File: config.mk
export PLATFORM = sky130hd
export DESIGN_NAME = rhts_cmp_sub
export DESIGN_NICKNAME = d
export VERILOG_FILES = /design/src/hdl/rhts_pkg.sv /design/src/hdl/rhts_cmp_sub.sv
export SDC_FILE = /design/constraint.sdc
export NUM_CORES = 1
export LEC_CHECK = 0
export CAP_MARGIN = 10
export CORE_ASPECT_RATIO = 1.2
export CORE_MARGIN = 3
export CORE_UTILIZATION = 61
export DETAILED_ROUTE_END_ITERATION = 10
export DONT_BUFFER_PORTS = 1
export PLACE_DENSITY = 0.74
export SYNTH_ARGS = -nofsm -noshare
export SYNTH_HDL_FRONTEND = slang
export SYNTH_SLANG_ARGS = --single-unit
File: constraint.sdc
create_clock -name vclk -period 4.8
set_clock_uncertainty 0.15 [all_clocks]
set_input_delay 0.96 -clock vclk [all_inputs]
set_output_delay 0.96 -clock vclk [all_outputs]
set_load 0.005 [all_outputs]
File: src/hdl/rhts_pkg.sv
`timescale 1ns / 1ps
// Package of the ray hit splatter: sizes, fixed-point widths, codes and the
// structs passed between the sequencer, the shared unit, the track RAM and the top.
package rhts_pkg;

	// Track store and spread limit
	localparam int TRACK_DEPTH = 65536;
	localparam int MAX_SPREAD  = 4096;
	localparam int TRACK_AW    = $clog2(TRACK_DEPTH);

	// Field widths
	localparam int RATE_W   = 18;
	localparam int AMP_W    = 24;
	localparam int TIME_W   = 32;
	localparam int LEN_W    = 24;
	localparam int RIDX_W   = 16;
	localparam int SAMPLE_W = 32;

	localparam logic [RATE_W-1:0] RATE_RESET = 18'd44100;

	// Fixed-point bookkeeping
	localparam int TIME_FRAC  = 24;                 // Q8.24 arrival time
	localparam int LEN_FRAC   = 8;                  // Q16.8 path length
	localparam int LEN_SCALE  = 24;                 // length is scaled by 2^24 before sqrt
	localparam int WIDTH_FRAC = 16;                 // sqrt result is Q8.16
	localparam int PEAK_SHIFT = 17;                 // 2 * amp * 2^16
	localparam int START_W    = TIME_W + RATE_W - TIME_FRAC;
	localparam int IDX_W      = START_W + 1;        // start plus spread offset
	localparam int SQ_W       = LEN_W + LEN_SCALE;  // radicand width
	localparam int SQRT_STEPS = SQ_W / 2;
	localparam int WIDTH_W    = SQ_W / 2;           // root width
	localparam int NF_W       = WIDTH_W - WIDTH_FRAC;
	localparam int N_W        = $clog2(MAX_SPREAD + 1);
	localparam int DIVD_W     = AMP_W + PEAK_SHIFT;
	// width is at least 2^(LEN_SCALE/2) for any nonzero length
	localparam int PEAK_W     = DIVD_W - LEN_SCALE / 2;
	localparam int UNIT_W     = SQ_W;
	localparam int CNT_W      = $clog2(DIVD_W);

	localparam logic [SAMPLE_W-1:0] SAMPLE_MAX = {1'b0, {(SAMPLE_W-1){1'b1}}};
	localparam logic [SAMPLE_W-1:0] SAMPLE_MIN = {1'b1, {(SAMPLE_W-1){1'b0}}};

	// Item kinds
	localparam logic KIND_RECORD = 1'b0;
	localparam logic KIND_READ   = 1'b1;

	// Configuration port
	localparam int APB_AW = 3;
	localparam logic [APB_AW-3:0] REG_SAMPLE_RATE = '0;

	typedef enum logic [3:0] {
		ST_CLEAR,
		ST_IDLE,
		ST_MUL,
		ST_SQRT,
		ST_NCALC,
		ST_DIV_PEAK,
		ST_DIV_STEP,
		ST_SPREAD,
		ST_READ
	} seq_state_t;

	typedef struct packed {
		logic                rd_en;
		logic [TRACK_AW-1:0] rd_addr;
		logic                wr_en;
		logic [TRACK_AW-1:0] wr_addr;
		logic [SAMPLE_W-1:0] wr_data;
	} mem_req_t;

	typedef struct packed {
		logic              ge;
		logic [UNIT_W-1:0] diff;
	} unit_res_t;

	typedef struct packed {
		logic                valid;
		logic [SAMPLE_W-1:0] value;
		logic                present;
		logic                overflow;
	} rd_result_t;

endpackage

File: src/hdl/rhts_cmp_sub.sv
`timescale 1ns / 1ps
// Shared compare-and-subtract unit used by the square root and both divisions.
// Depends on rhts_pkg for the operand width and the result struct.
module rhts_cmp_sub (
	input  logic [rhts_pkg::UNIT_W-1:0] a,
	input  logic [rhts_pkg::UNIT_W-1:0] b,
	output rhts_pkg::unit_res_t         res
);

	always_comb begin
		res.ge   = (a >= b);
		res.diff = a - b;
	end

endmodule

After elaboration in Yosys (flattened, before gate mapping). Cells that the tools add are included.

Register bits after elaboration: 0. Input bits: 96. Output and inout port bits: 49. Word-level logic and storage cells: 2.

$add $sub $neg: 1. Magnitude comparators: 1.

Operator list (number): $ge 48x48->1 (1); $sub 48x48->48 (1).

Logic depth before layout (Yosys ltp).
Word-level depth: 1. Mapped depth: 12.

Least setup slack after synthesis. No wires, ideal clock.

Path kind: in2out. Start point: input port a[0] in the netlist's numbering. End point: output port res[42] in the netlist's numbering. Arrival: 3309 ps. Slack: 381 ps. Stages: 12. Buffers on the path: 0. Cell sequence: inv_1 > ha_1 > fa_1 > nor2b_1 > o21ai_0 > nand2b_1 > a31oi_1 > o2111a_1 > o41ai_4 > a31oi_2 > o21a_1 > a31oi_1.

RTL lines: from (decl) (RTL line rhts_cmp_sub.sv:5) `input logic [rhts_pkg::UNIT_W-1:0] a,`; to (decl) (RTL line rhts_cmp_sub.sv:7) `output rhts_pkg::unit_res_t res`.

==> qor.txt <==
Outcome: completed
Register Area: 0 um^2
CP required: 3.69 ns
Setup ws final: 0.205 ns
Type of the tightest min-delay check: input pin to output port
Synth Instances: 436
Register area share after synthesis: 0%
Die area: 5640 um^2
Initial DRT Pass Iterations: 4
Mapped cell area: 2910 um^2
# nets final: 580
Hold endpoint: res[0]
Final setup fails: 0
Max Slew Vio Count: 0
Syn nets: 581
Crit end category: output port
Final core occ: 67.9%
Synthesis Warnings: 0
Antenna-violating nets left: 0
Routed vias/inst: 6.32
P_leak: 1.53 nW
Met3 Use GR: 3.67%
Antenna violations before repair: 0
GRT Util Overall: 25.1%
Most frequent cell on the critical path: a31oi_1
WL per Instance: 16.0 um
Arr. time, crit path: 3.49 ns
Max cap viols: 0
Worst relative slew slack: 62.3%
I/O pin count: 145
Critical-path cell list: inv_1 > ha_1 > fa_1 > nor2b_1 > o21ai_0 > nand2b_1 > a31oi_1 > o2111a_1 > o41ai_4 > a31oi_2 > o21a_1 > a31oi_1
Area of the multi-input gates: 2660 um^2
Core Rows: 26
Power Dens Cells: 147 nW/um^2
Final WL: 7.80 mm
Design area: 3010 um^2
Crit share post-route: 95.7%
Met1 usage: 30.9%
Hold_ws: 1.96 ns
N_diodes: 0
Synthesis-to-finish area growth: 3.22%
Largest net degree at the start of global routing: 11
Via count: 3090
Tmin final: 4.60 ns
HPWL Detailed: 6.85 mm
Total Neg Setup Slack: 0 ns
RSZ-0062 raised after global routing: no
GRT overflow: 0
Global-route wire length before repair: 12.3 mm
Max stage delay on crit path: 0.41 ns
DP Area: 2990 um^2
CP max FO: 5
Worst hold stages: 2
Layout cell share with drive strength beyond 1: 4.39%
Dpl ws: 0.180 ns
Non-Filler Instances: 489
Cell variety after synth: 48
Setup CP Type: input pin to output port
Crit-path slowest cell: fa_1
Vias in the first global route: 2777
Total power draw: 443 uW
GR Layer Usage met2: 47.6%
Commonest non-fill, non-tap cell in the layout: inv_1
Seq Cell Count: 0
Layout fillers: 447
Worst vdd ir: 0.0686 mV
RD Place Congestion: 0.877
Core Footprint: 4420 um^2
DRT iter0 DRCs: 183
# DRC: 0
GR peak layer: met2
Most frequent cells in the layout: inv_1 (60), ha_1 (48), a21oi_1 (46)
CTS Hold Bufs: 0
Crit start category: input pin
I/O Buffers: 0
Hold Path Origin: b[0]
Initial Utilization: 65.8%
Die width: 69.1 um
Inst Count DP: 488
Syn Area/Cell: 6.68 um^2
Chip height: 81.7 um
Worst-Margin Slew: 0.552 ns
Final Hold Viols: 0
Fmax: 0.218 GHz
CLK BUF: 0
[cell usage after synthesis, drive strengths merged]
library cell  instances  area (um^2)
nor2                 28          105
nor3                  7         40.0
xnor2                24          210
a2111oi               3         45.1
buf                   2         10.0
or2                   1         6.26
nor2b                 4         25.0
a31oi                10         68.8
nand2                33          124
a41oi                 1         8.76
a211oi                5         42.5
o41ai                 3         60.1
nand4                 9         56.3
o21bai               14          105
a311oi                2         17.5
nand2b                6         37.5
o211ai                3         22.5
and3                  4         25.0
a21o                 25          189
o211a                 1         10.0
or4                   1         7.51
nor4                  3         18.8
clkbuf                8         30.0
a21oi                47          239
fa                    1         20.0
o21ai                26          134
o2111a                1         11.3
a211o                 4         35.0
ha                   48          601
o31ai                 3         22.5
xor2                 21          184
a311o                 2         20.0
or3                   4         25.0
inv                  60          225
o21a                  3         22.5
nand3                14         75.1
and2                  4         25.0
nor3b                 1         7.51
[area by class of cell]
type	count	area share [%]
tap	56	2.33
timing repair buffer	7	1.75
inverter	60	7.49
multi-input combinational	366	88.4
[critical path: cells and delay by family]
kind / cells / cell delay (ns)
adder cells (fa/ha/maj): 2 / 0.63
buffers and inverters: 1 / 0.02
AO/OA/AOI/OAI: 7 / 1.63
AND/OR/NAND/NOR: 2 / 0.23
[repair_timing]
| item | in CTS | in global routing |
|---|---|---|
| setup buffers | 0 | 1 |
| endpoints found under the setup margin | 0 | 4 |
| gates resized for setup | 0 | 2 |
[worst max-delay path by stage]
stage | from | to | slack (ns)
finish | a[0] | res[42] | 0.20
global route | b[3] | res[45] | 0.03
CTS | b[2] | res[45] | 0.15
detailed placement | b[2] | res[45] | 0.18
global placement | b[3] | res[45] | 0.24
floorplan | a[0] | res[42] | 0.38
[where the power goes]
part,internal (mW),total (mW),switching (mW)
registers,0,0,0
logic,0.175,0.443,0.268
clock network,0,0,0
total,0.175,0.443,0.268
[logic make-up (layout without fill, tap and decap cells)]
group,after synthesis,count (layout),share of synthesized area (%)
adder cells (fa/ha/maj),49,49,21.3
buffers and inverters,70,67,9.11
AO/OA/AOI/OAI,153,153,36.2
AND/OR/NAND/NOR,119,119,19.9
XOR/XNOR,45,45,13.5
[routing by layer]
layer  part of all wire [%]  up-vias
li1                       -     1564
met1                     43     1405
met2                     51      117
met3                    6.0        4
met4                   0.55        0
met5                      0        -
Note: power is estimated with default switching activity, not from simulation.
