`src/hdl/rhts_pkg.sv`:
```
`timescale 1ns / 1ps
// Package of the ray hit splatter: sizes, fixed-point widths, codes and the
// structs passed between the sequencer, the shared unit, the track RAM and the top.
package rhts_pkg;

	// Track store and spread limit
	localparam int TRACK_DEPTH = 65536;
	localparam int MAX_SPREAD  = 4096;
	localparam int TRACK_AW    = $clog2(TRACK_DEPTH);

	// Field widths
	localparam int RATE_W   = 18;
	localparam int AMP_W    = 24;
	localparam int TIME_W   = 32;
	localparam int LEN_W    = 24;
	localparam int RIDX_W   = 16;
	localparam int SAMPLE_W = 32;

	localparam logic [RATE_W-1:0] RATE_RESET = 18'd44100;

	// Fixed-point bookkeeping
	localparam int TIME_FRAC  = 24;                 // Q8.24 arrival time
	localparam int LEN_FRAC   = 8;                  // Q16.8 path length
	localparam int LEN_SCALE  = 24;                 // length is scaled by 2^24 before sqrt
	localparam int WIDTH_FRAC = 16;                 // sqrt result is Q8.16
	localparam int PEAK_SHIFT = 17;                 // 2 * amp * 2^16
	localparam int START_W    = TIME_W + RATE_W - TIME_FRAC;
	localparam int IDX_W      = START_W + 1;        // start plus spread offset
	localparam int SQ_W       = LEN_W + LEN_SCALE;  // radicand width
	localparam int SQRT_STEPS = SQ_W / 2;
	localparam int WIDTH_W    = SQ_W / 2;           // root width
	localparam int NF_W       = WIDTH_W - WIDTH_FRAC;
	localparam int N_W        = $clog2(MAX_SPREAD + 1);
	localparam int DIVD_W     = AMP_W + PEAK_SHIFT;
	// width is at least 2^(LEN_SCALE/2) for any nonzero length
	localparam int PEAK_W     = DIVD_W - LEN_SCALE / 2;
	localparam int UNIT_W     = SQ_W;
	localparam int CNT_W      = $clog2(DIVD_W);

	localparam logic [SAMPLE_W-1:0] SAMPLE_MAX = {1'b0, {(SAMPLE_W-1){1'b1}}};
	localparam logic [SAMPLE_W-1:0] SAMPLE_MIN = {1'b1, {(SAMPLE_W-1){1'b0}}};

	// Item kinds
	localparam logic KIND_RECORD = 1'b0;
	localparam logic KIND_READ   = 1'b1;

	// Configuration port
	localparam int APB_AW = 3;
	localparam logic [APB_AW-3:0] REG_SAMPLE_RATE = '0;

	typedef enum logic [3:0] {
		ST_CLEAR,
		ST_IDLE,
		ST_MUL,
		ST_SQRT,
		ST_NCALC,
		ST_DIV_PEAK,
		ST_DIV_STEP,
		ST_SPREAD,
		ST_READ
	} seq_state_t;

	typedef struct packed {
		logic                rd_en;
		logic [TRACK_AW-1:0] rd_addr;
		logic                wr_en;
		logic [TRACK_AW-1:0] wr_addr;
		logic [SAMPLE_W-1:0] wr_data;
	} mem_req_t;

	typedef struct packed {
		logic              ge;
		logic [UNIT_W-1:0] diff;
	} unit_res_t;

	typedef struct packed {
		logic                valid;
		logic [SAMPLE_W-1:0] value;
		logic                present;
		logic                overflow;
	} rd_result_t;

endpackage

```
`src/hdl/rhts_seq.sv`:
```
`timescale 1ns / 1ps
// Sequencer of the splatter: clearing pass, start index, square root, two divisions,
// ramp accumulation and reads. Depends on rhts_pkg, drives rhts_cmp_sub and the track RAM.
module rhts_seq (
	input  logic                               clk,
	input  logic                               arst_n,
	input  logic                               in_valid,
	output logic                               in_ready,
	input  logic                               kind,
	input  logic signed [rhts_pkg::AMP_W-1:0]  amplitude,
	input  logic [rhts_pkg::TIME_W-1:0]        arrival_time,
	input  logic [rhts_pkg::LEN_W-1:0]         path_length,
	input  logic [rhts_pkg::RIDX_W-1:0]        read_index,
	input  logic [rhts_pkg::RATE_W-1:0]        sample_rate,
	input  logic                               out_free,
	output rhts_pkg::rd_result_t               rd_res,
	output rhts_pkg::mem_req_t                 mem_req,
	input  logic [rhts_pkg::SAMPLE_W-1:0]      mem_rdata,
	output logic [rhts_pkg::UNIT_W-1:0]        unit_a,
	output logic [rhts_pkg::UNIT_W-1:0]        unit_b,
	input  rhts_pkg::unit_res_t                unit_res
);

	rhts_pkg::seq_state_t state_q, state_d;

	logic [rhts_pkg::TRACK_AW-1:0]  clr_addr_q;
	logic [rhts_pkg::CNT_W-1:0]     cnt_q;
	logic                           neg_q;
	logic [rhts_pkg::AMP_W-1:0]     mag_q;
	logic [rhts_pkg::TIME_W-1:0]    time_q;
	logic [rhts_pkg::LEN_W-1:0]     len_q;
	logic [rhts_pkg::START_W-1:0]   start_q;
	logic [rhts_pkg::SQ_W-1:0]      x_q;
	logic [rhts_pkg::SQ_W-1:0]      root_q;
	logic [rhts_pkg::SQ_W-1:0]      bit_q;
	logic [rhts_pkg::N_W-1:0]       n_q;
	logic [rhts_pkg::WIDTH_W-1:0]   rem_q;
	logic [rhts_pkg::DIVD_W-1:0]    dq_q;
	logic [rhts_pkg::PEAK_W-1:0]    peak_q;
	logic [rhts_pkg::PEAK_W-1:0]    step_q;
	logic [rhts_pkg::PEAK_W-1:0]    vmag_q;
	logic [rhts_pkg::N_W-1:0]       issue_q;
	logic                           issue_done_q;
	logic                           rd_oor_q;
	logic                           any_hit_q;
	logic                           ovf_q;

	logic                           pend_s1;
	logic [rhts_pkg::TRACK_AW-1:0]  addr_s1;
	logic [rhts_pkg::PEAK_W:0]      val_s1;

	logic                           issue_go;
	logic                           drop_go;
	logic                           accept;
	logic [rhts_pkg::IDX_W-1:0]     idx;
	logic [rhts_pkg::DIVD_W-1:0]    q_next;
	logic [rhts_pkg::TIME_W+rhts_pkg::RATE_W-1:0] prod;
	logic [rhts_pkg::NF_W-1:0]      n0;
	logic [2*rhts_pkg::NF_W-1:0]    nsq;
	logic [rhts_pkg::NF_W:0]        n1;
	logic [rhts_pkg::SAMPLE_W:0]    sum_w;
	logic [rhts_pkg::SAMPLE_W-1:0]  sat_sum;
	logic                           sat_ovf;
	logic [rhts_pkg::AMP_W-1:0]     amp_u;

	assign accept = in_valid && in_ready;
	assign idx    = {1'b0, start_q} + rhts_pkg::IDX_W'(issue_q);
	assign q_next = {dq_q[rhts_pkg::DIVD_W-2:0], unit_res.ge};
	assign prod   = time_q * sample_rate;
	assign n0     = root_q[rhts_pkg::WIDTH_W-1:rhts_pkg::WIDTH_FRAC];
	assign nsq    = n0 * n0;
	assign n1     = {1'b0, n0} + rhts_pkg::NF_W'({nsq, {rhts_pkg::LEN_FRAC{1'b0}}} < len_q);
	assign amp_u  = amplitude;

	// Saturating add of the ramp value onto the stored entry
	always_comb begin
		sum_w = {mem_rdata[rhts_pkg::SAMPLE_W-1], mem_rdata}
			+ {{(rhts_pkg::SAMPLE_W-rhts_pkg::PEAK_W){val_s1[rhts_pkg::PEAK_W]}}, val_s1};
		sat_ovf = sum_w[rhts_pkg::SAMPLE_W] != sum_w[rhts_pkg::SAMPLE_W-1];
		if (!sat_ovf) begin
			sat_sum = sum_w[rhts_pkg::SAMPLE_W-1:0];
		end else if (sum_w[rhts_pkg::SAMPLE_W]) begin
			sat_sum = rhts_pkg::SAMPLE_MIN;
		end else begin
			sat_sum = rhts_pkg::SAMPLE_MAX;
		end
	end

	always_ff @(posedge clk or negedge arst_n) begin
		if (!arst_n) begin
			state_q <= rhts_pkg::ST_CLEAR;
		end else begin
			state_q <= state_d;
		end
	end

	always_comb begin
		state_d  = state_q;
		in_ready = 1'b0;
		mem_req  = '0;
		unit_a   = '0;
		unit_b   = '0;
		rd_res   = '0;
		issue_go = 1'b0;
		drop_go  = 1'b0;
		case (state_q)
			rhts_pkg::ST_CLEAR: begin
				mem_req.wr_en   = 1'b1;
				mem_req.wr_addr = clr_addr_q;
				if (clr_addr_q == rhts_pkg::TRACK_AW'(rhts_pkg::TRACK_DEPTH - 1)) begin
					state_d = rhts_pkg::ST_IDLE;
				end
			end
			rhts_pkg::ST_IDLE: begin
				in_ready = 1'b1;
				if (in_valid) begin
					if (kind == rhts_pkg::KIND_READ) begin
						mem_req.rd_en   = 1'b1;
						mem_req.rd_addr = rhts_pkg::TRACK_AW'(read_index);
						state_d         = rhts_pkg::ST_READ;
					end else if (path_length != '0) begin
						state_d = rhts_pkg::ST_MUL;
					end
				end
			end
			rhts_pkg::ST_MUL: begin
				state_d = rhts_pkg::ST_SQRT;
			end
			rhts_pkg::ST_SQRT: begin
				// root and bit never overlap, so OR gives root + bit
				unit_a = x_q;
				unit_b = root_q | bit_q;
				if (cnt_q == rhts_pkg::CNT_W'(rhts_pkg::SQRT_STEPS - 1)) begin
					state_d = rhts_pkg::ST_NCALC;
				end
			end
			rhts_pkg::ST_NCALC: begin
				state_d = rhts_pkg::ST_DIV_PEAK;
			end
			rhts_pkg::ST_DIV_PEAK: begin
				unit_a = rhts_pkg::UNIT_W'({rem_q, dq_q[rhts_pkg::DIVD_W-1]});
				unit_b = rhts_pkg::UNIT_W'(root_q[rhts_pkg::WIDTH_W-1:0]);
				if (cnt_q == rhts_pkg::CNT_W'(rhts_pkg::DIVD_W - 1)) begin
					state_d = rhts_pkg::ST_DIV_STEP;
				end
			end
			rhts_pkg::ST_DIV_STEP: begin
				unit_a = rhts_pkg::UNIT_W'({rem_q[rhts_pkg::N_W-1:0], dq_q[rhts_pkg::PEAK_W-1]});
				unit_b = rhts_pkg::UNIT_W'(n_q);
				if (cnt_q == rhts_pkg::CNT_W'(rhts_pkg::PEAK_W - 1)) begin
					state_d = rhts_pkg::ST_SPREAD;
				end
			end
			rhts_pkg::ST_SPREAD: begin
				// Read ahead one entry while the previous one is written back
				if (!issue_done_q && issue_q != n_q) begin
					if (idx >= rhts_pkg::IDX_W'(rhts_pkg::TRACK_DEPTH)) begin
						drop_go = 1'b1;
					end else begin
						issue_go        = 1'b1;
						mem_req.rd_en   = 1'b1;
						mem_req.rd_addr = idx[rhts_pkg::TRACK_AW-1:0];
					end
				end
				if (pend_s1) begin
					mem_req.wr_en   = 1'b1;
					mem_req.wr_addr = addr_s1;
					mem_req.wr_data = sat_sum;
				end
				if (issue_done_q && !pend_s1) begin
					state_d = rhts_pkg::ST_IDLE;
				end
			end
			rhts_pkg::ST_READ: begin
				rd_res.valid    = out_free;
				rd_res.value    = rd_oor_q ? '0 : mem_rdata;
				rd_res.present  = any_hit_q;
				rd_res.overflow = ovf_q;
				if (out_free) begin
					state_d = rhts_pkg::ST_IDLE;
				end
			end
			default: begin
				state_d = rhts_pkg::ST_IDLE;
			end
		endcase
	end

	// Control state
	always_ff @(posedge clk or negedge arst_n) begin
		if (!arst_n) begin
			clr_addr_q   <= '0;
			pend_s1      <= 1'b0;
			issue_done_q <= 1'b0;
			any_hit_q    <= 1'b0;
			ovf_q        <= 1'b0;
		end else begin
			if (state_q == rhts_pkg::ST_CLEAR) begin
				clr_addr_q <= clr_addr_q + 1'b1;
			end
			pend_s1 <= issue_go;
			if (state_q == rhts_pkg::ST_DIV_STEP) begin
				issue_done_q <= 1'b0;
			end else if (state_q == rhts_pkg::ST_SPREAD && (drop_go || issue_q == n_q)) begin
				issue_done_q <= 1'b1;
			end
			if (pend_s1) begin
				any_hit_q <= 1'b1;
			end
			if (drop_go || (pend_s1 && sat_ovf)) begin
				ovf_q <= 1'b1;
			end
		end
	end

	// Datapath
	always_ff @(posedge clk) begin
		case (state_q)
			rhts_pkg::ST_IDLE: begin
				if (accept) begin
					neg_q    <= amp_u[rhts_pkg::AMP_W-1];
					mag_q    <= amp_u[rhts_pkg::AMP_W-1] ? (~amp_u + 1'b1) : amp_u;
					time_q   <= arrival_time;
					len_q    <= path_length;
					rd_oor_q <= (32'(read_index) >= 32'(rhts_pkg::TRACK_DEPTH));
				end
			end
			rhts_pkg::ST_MUL: begin
				start_q <= prod[rhts_pkg::TIME_W+rhts_pkg::RATE_W-1 -: rhts_pkg::START_W];
				x_q     <= {len_q, {rhts_pkg::LEN_SCALE{1'b0}}};
				root_q  <= '0;
				bit_q   <= {2'b01, {(rhts_pkg::SQ_W-2){1'b0}}};
				cnt_q   <= '0;
			end
			rhts_pkg::ST_SQRT: begin
				if (unit_res.ge) begin
					x_q    <= unit_res.diff;
					root_q <= (root_q >> 1) | bit_q;
				end else begin
					root_q <= root_q >> 1;
				end
				bit_q <= bit_q >> 2;
				cnt_q <= cnt_q + 1'b1;
			end
			rhts_pkg::ST_NCALC: begin
				if (int'(n1) > rhts_pkg::MAX_SPREAD) begin
					n_q <= rhts_pkg::N_W'(rhts_pkg::MAX_SPREAD);
				end else begin
					n_q <= rhts_pkg::N_W'(n1);
				end
				rem_q <= '0;
				dq_q  <= {mag_q, {rhts_pkg::PEAK_SHIFT{1'b0}}};
				cnt_q <= '0;
			end
			rhts_pkg::ST_DIV_PEAK: begin
				if (cnt_q == rhts_pkg::CNT_W'(rhts_pkg::DIVD_W - 1)) begin
					peak_q <= q_next[rhts_pkg::PEAK_W-1:0];
					dq_q   <= rhts_pkg::DIVD_W'(q_next[rhts_pkg::PEAK_W-1:0]);
					rem_q  <= '0;
					cnt_q  <= '0;
				end else begin
					rem_q <= unit_res.ge ? unit_res.diff[rhts_pkg::WIDTH_W-1:0]
						: unit_a[rhts_pkg::WIDTH_W-1:0];
					dq_q  <= q_next;
					cnt_q <= cnt_q + 1'b1;
				end
			end
			rhts_pkg::ST_DIV_STEP: begin
				rem_q <= unit_res.ge ? unit_res.diff[rhts_pkg::WIDTH_W-1:0]
					: unit_a[rhts_pkg::WIDTH_W-1:0];
				dq_q  <= q_next;
				cnt_q <= cnt_q + 1'b1;
				if (cnt_q == rhts_pkg::CNT_W'(rhts_pkg::PEAK_W - 1)) begin
					step_q  <= q_next[rhts_pkg::PEAK_W-1:0];
					vmag_q  <= peak_q;
					issue_q <= '0;
				end
			end
			rhts_pkg::ST_SPREAD: begin
				if (issue_go) begin
					addr_s1 <= idx[rhts_pkg::TRACK_AW-1:0];
					val_s1  <= neg_q ? (~{1'b0, vmag_q} + 1'b1) : {1'b0, vmag_q};
					vmag_q  <= vmag_q - step_q;
					issue_q <= issue_q + 1'b1;
				end
			end
			default: begin
			end
		endcase
	end

endmodule

```
`config.mk`:
```
export PLATFORM = sky130hd
export DESIGN_NAME = rhts_seq
export DESIGN_NICKNAME = d
export VERILOG_FILES = /design/src/hdl/rhts_pkg.sv /design/src/hdl/rhts_seq.sv
export SDC_FILE = /design/constraint.sdc
export NUM_CORES = 2
export LEC_CHECK = 0
export BUFFER_PORTS_ARGS = -buffer_cell sky130_fd_sc_hd__clkbuf_2
export CORE_UTILIZATION = 56
export DETAILED_ROUTE_END_ITERATION = 6
export PLACE_DENSITY_LB_ADDON = 0.05
export SYNTH_ARGS = -nofsm -noshare
export SYNTH_HDL_FRONTEND = slang
export SYNTH_SLANG_ARGS = --single-unit
```
`constraint.sdc`:
```
create_clock -name clk -period 7.3 [get_ports clk]
set_clock_uncertainty 0.2 [all_clocks]
set_input_delay 0.365 -clock clk [delete_from_list [all_inputs] [get_ports clk]]
set_output_delay 0.365 -clock clk [all_outputs]
set_load 0.01 [all_outputs]
```
; Yosys cells after proc, flatten, opt, wreduce, memory -nomap -nowiden
; Index checks and enable logic that the tools add are counted.
[word_totals]
out_inout_bits = 198
reg_bits = 501
in_bits = 200
word_cells = 145
[classes]
addsub = 9
order_cmp = 2
n_reduce_logical = 25
n_mux = 52
n_bitwise = 4
multipliers = 2
n_eq_ne = 25
[op_table]
columns = cell, count
row1 = $pmux W48 S2, 3
row2 = $pmux W48 S3, 2
row3 = $pmux W41 S3, 1
row4 = $mux W32, 3
row5 = $mux W48, 2
row6 = $mux W29, 3
row7 = $pmux W24 S3, 1
row8 = $mux W17, 4
row9 = $pmux W17 S2, 2
row10 = $pmux W29 S2, 1
row11 = $mul A32 B18 Y50, 1
row12 = $mux W49, 1
row13 = $mux W24, 2
row14 = $or A47 B48 Y48, 1
row15 = $or A48 B48 Y48, 1
row16 = $mux W41, 1
row17 = $mux W4, 9
row18 = $pmux W4 S9, 1
row19 = $mux W35, 1
row20 = $add A32 B30 Y33, 1
row21 = $add A30 B1 Y30 const B, 1
row22 = $not A29 Y30, 1
row23 = $sub A29 B29 Y29, 1
row24 = $add A26 B13 Y27, 1
row25 = other kinds (38), 74

; Logic depth before layout (Yosys ltp)
[depth]
word_depth = 9
mapped_depth = 31
mapped_depth_nobuf = 30

; Worst setup path before layout
; OpenSTA, ideal clock, no wires.
[synth_timing]
kind = register -> register
start = register time_q[13] (netlist bit)
end = register start_q[24] (netlist bit), data pin
slack_ns = 0.453
setup_ns = 0.207
period_less_slack_ns = 6.847
path_buffers = 2
stages_incl_launch_ff = 24
t_required_ns = 6.893
arrival_time_ns = 6.440
path_cell_list = edfxtp_1 -> clkbuf_1 -> clkbuf_1 -> nand2_1 -> fa_1 -> inv_1 -> fa_1 -> fa_1 -> fa_1 -> fa_1 -> inv_1 -> fa_1 -> inv_1 -> ha_1 -> a21o_1 -> a21o_1 -> a2111oi_2 -> nor2_1 -> a311oi_1 -> o21ai_2 -> a31oi_4 -> o21ai_2 -> mux2i_1 -> a2111oi_0
[synth_between]
elab_chain_len = 1
[synth_rtl]
columns = element, line
row1 = start: declaration, rhts_seq.sv:30  ; logic [rhts_pkg::TIME_W-1:0] time_q;
row2 = start signal: assignment, rhts_seq.sv:223  ; time_q <= arrival_time;
row3 = $mul A32 B18 Y50, rhts_seq.sv:69  ; assign prod = time_q * sample_rate;
row4 = "named net prod, one bit", rhts_seq.sv:57  ; logic [rhts_pkg::TIME_W+rhts_pkg::RATE_W-1:0] prod;
row5 = end signal: assignment, rhts_seq.sv:229  ; start_q <= prod[rhts_pkg::TIME_W+rhts_pkg::RATE_W-1 -: rhts_pkg::START_W];
row6 = end: declaration, rhts_seq.sv:32  ; logic [rhts_pkg::START_W-1:0] start_q;
; The timed path passes the listed nets, and every way through them passes these cells.
; A chain may end at the register's enable or synchronous reset.

; Worst setup path in the final report
[layout_timing]
start = register time_q[14] (netlist bit)
end = register start_q[11] (netlist bit), data pin
; The elaborated chain is that of the path after synthesis.

==> impl_metrics.yaml <==
outcome:
  outcome: "completed"
synthesis:
  synth_ff_type: "edfxtp_1"
  synthesis.nets: 5239
  syn_inst: 4288
  synth_area_per_cell_um2: 10.06
  netlist.top_cell.by_area: "edfxtp_1"
  yosysMostFrequentCell: "inv_1"
  ys_top_cells_by_count: "inv_1, nand2_1, fa_1, edfxtp_1, and2_1"
  yosysTopAreaCellShare_pct: 31.48
  synth_cell_type_count: 85
  async_flop_share_pct: 5.042
  seq_area_frac_synth_pct: 32.87
  ys.warnings.count: 0
  synth_edf_count: 452
  ys_ff_latch: 476
  netlist_area_um2: 43120
  synthTopCellsByArea: "edfxtp_1, fa_1, ha_1"
clock_network:
  cts_buffers: 53
  cts.path.max_buffers: 3
  clock_latency_ns: 0.61
  path_clk_slew_ns: 0.06
  cts-root-buf: "clkbuf_16"
  cts.sink_count: 476
  htree_levels: 2
  cts_tree: "built"
place:
  pre_cts_ws_ns: 0.1503
  gp_congestion: 0.9035
  io_buffers: 396
  dpl.cell_count: 5622
  hpwl_mm: 86.23
floorplan:
  die_area_um2: 78110
  die_h_um: 279.5
  die_x_um: 279.5
  core_um2: 76080
  rows: 101
  start_util_pct: 56.68
  io_pins: 398
worst_setup_path:
  cp-end-kind: "flop"
  critPathMaxFanout: 10
  startpoint_type: "flop"
  crit_type: "flop to flop"
  required_ns: 7.44
  worstPathArrival_ns: 7.07
routing:
  viasPerCell: 5.353
  wire_per_inst_um: 19.04
  ant_nets: 0
  dr.first_iter.drc_count: 1933
  vias: 31610
  drt-total-wl_mm: 112.4
  drc: 0
  dr.pass1.iters: 5
timing:
  fin_crit_sh_pct: 94.97
  maxSlewHeadroom_pct: 22.88
  whs_ns: 0.1255
  finalHoldViolations: 0
  worst_pin_slew_ns: 1.157
  clock.fmax_mhz: 144.2
  fin_ws_ns: 0.3674
  setup_viol: 0
  final_max_slew_viol_count: 0
  period_minus_slack_ns: 6.933
global_route:
  grt_pass1_wl_mm: 177.0
  overflow: 0
  grt_max_degree: 112
  grt_pass1_vias: 32230
  grt_antenna_before_repair: 4
  grt_usage_pct: 29.21
flow_run:
  cap_violations: 0
final_layout:
  final_util_pct: 65.90
  fin_nets: 5781
  area_delta_synth_final_pct: 16.27
  final_cell_count_no_fill: 5905
  drive_gt1_share_pct: 14.55
min_path:
  hold_path.class: "input pin to async pin"
## cell usage in the layout, fill, tap and decap left out, types with 40 or more instances in the layout
cell type / netlist / final
a22o_1: 65 / 65
ha_1: 245 / 245
dlygate4sd3_1: 0 / 137
buf_4: 5 / 145
and2_1: 351 / 350
a21oi_1: 173 / 171
a21o_1: 61 / 61
fa_1: 506 / 506
clkbuf_2: 0 / 396
edfxtp_1: 452 / 452
nand2_1: 656 / 656
inv_1: 707 / 705
nand3_1: 41 / 40
xnor2_1: 134 / 134
nor2_1: 103 / 100
xor2_1: 69 / 68
o21ai_0: 126 / 123
clkbuf_16: 0 / 53
## kinds of logic after synthesis
kind of cell,count (synthesis),share of synthesized area (%)
other,1,0.008697
multiplexers,6,0.1422
AO/OA/AOI/OAI,581,8.880
XOR/XNOR,204,4.161
AND/OR/NAND/NOR,1357,15.28
adder cells (fa/ha/maj),751,30.60
flip-flops,476,32.87
buffers and inverters,912,8.047
## per-layer routing
metal	wire, um	vias to the layer above	GRT usage, %
met5	33	-	0
met4	3462	4	8.253
met3	5132	183	3.453
met2	56910	782	51.26
met1	46910	15720	38.20
li1	-	14920	-
## worst paths after layout
kind / from / to / slack [ns] / depth (start not counted)
max in group asynchronous: arst_n / clr_addr_q[7] / 6.35 / 2
min reg2reg: dq_q[6] / peak_q[7] / 0.27 / 0
max reg2reg: time_q[14] / start_q[11] / 0.37 / 20
min: arst_n / any_hit_q / 0.13 / 2
min in group clk: amplitude[23] / neg_q / 0.14 / 1
max: time_q[14] / start_q[11] / 0.37 / 20
## metrics by stage
stage          instance area [um^2]   TNS [ns]
4_1_cts                       49680          0
5_1_grt                       50130  -0.007281
3_3_place_gp                  46550          0
6_report                      50130          0
2_1_floorplan                 43120          0
3_5_place_dp                  46550          0
## flip-flops by register name, summed over array words and instances (netlist names), 29 cells and up
name / count
root_q: 47
x_q: 48
dq_q: 41
step_q: 29
vmag_q: 29
val_s1: 30
time_q: 32
peak_q: 29
## what timing repair did
| action | in CTS | in global routing |
|---|---|---|
| endpoints found under the hold margin | 178 | 0 |
| hold buffers | 137 | 0 |
| buffers inserted | 0 | 46 |
| endpoints found under the setup margin | 0 | 14 |
| resized for setup | 0 | 8 |
## worst max-delay path: stages (launching register included)
cell,delay [ns]
edfxtp_1,0.54
buf_4,0.25
nand2_1,0.10
fa_1,0.56
inv_1,0.05
fa_1,0.49
fa_1,0.59
fa_1,0.45
fa_1,0.51
fa_1,0.44
ha_1,0.37
a221oi_1,0.29
o21ai_0,0.14
nor2_1,0.19
o211ai_1,0.24
nand3_1,0.19
o21ai_0,0.15
or4_1,0.42
o311ai_0,0.17
o21ai_1,0.15
xor2_1,0.17
## final cells by class
type / instances / area (um^2)
clock inverters: 32 / 355.3
flip-flops and latches: 476 / 14170
inverters: 709 / 2661
multi-input cells: 2900 / 25580
clock buffers: 67 / 1409
well taps: 1030 / 1289
repair buffers: 690 / 4662
diodes: 1 / 2.502
fillers: 6277 / 25940
Power is left out: the tool's default activity adds up to more than one toggle a clock period on the data nets, which glitch-free logic cannot reach.
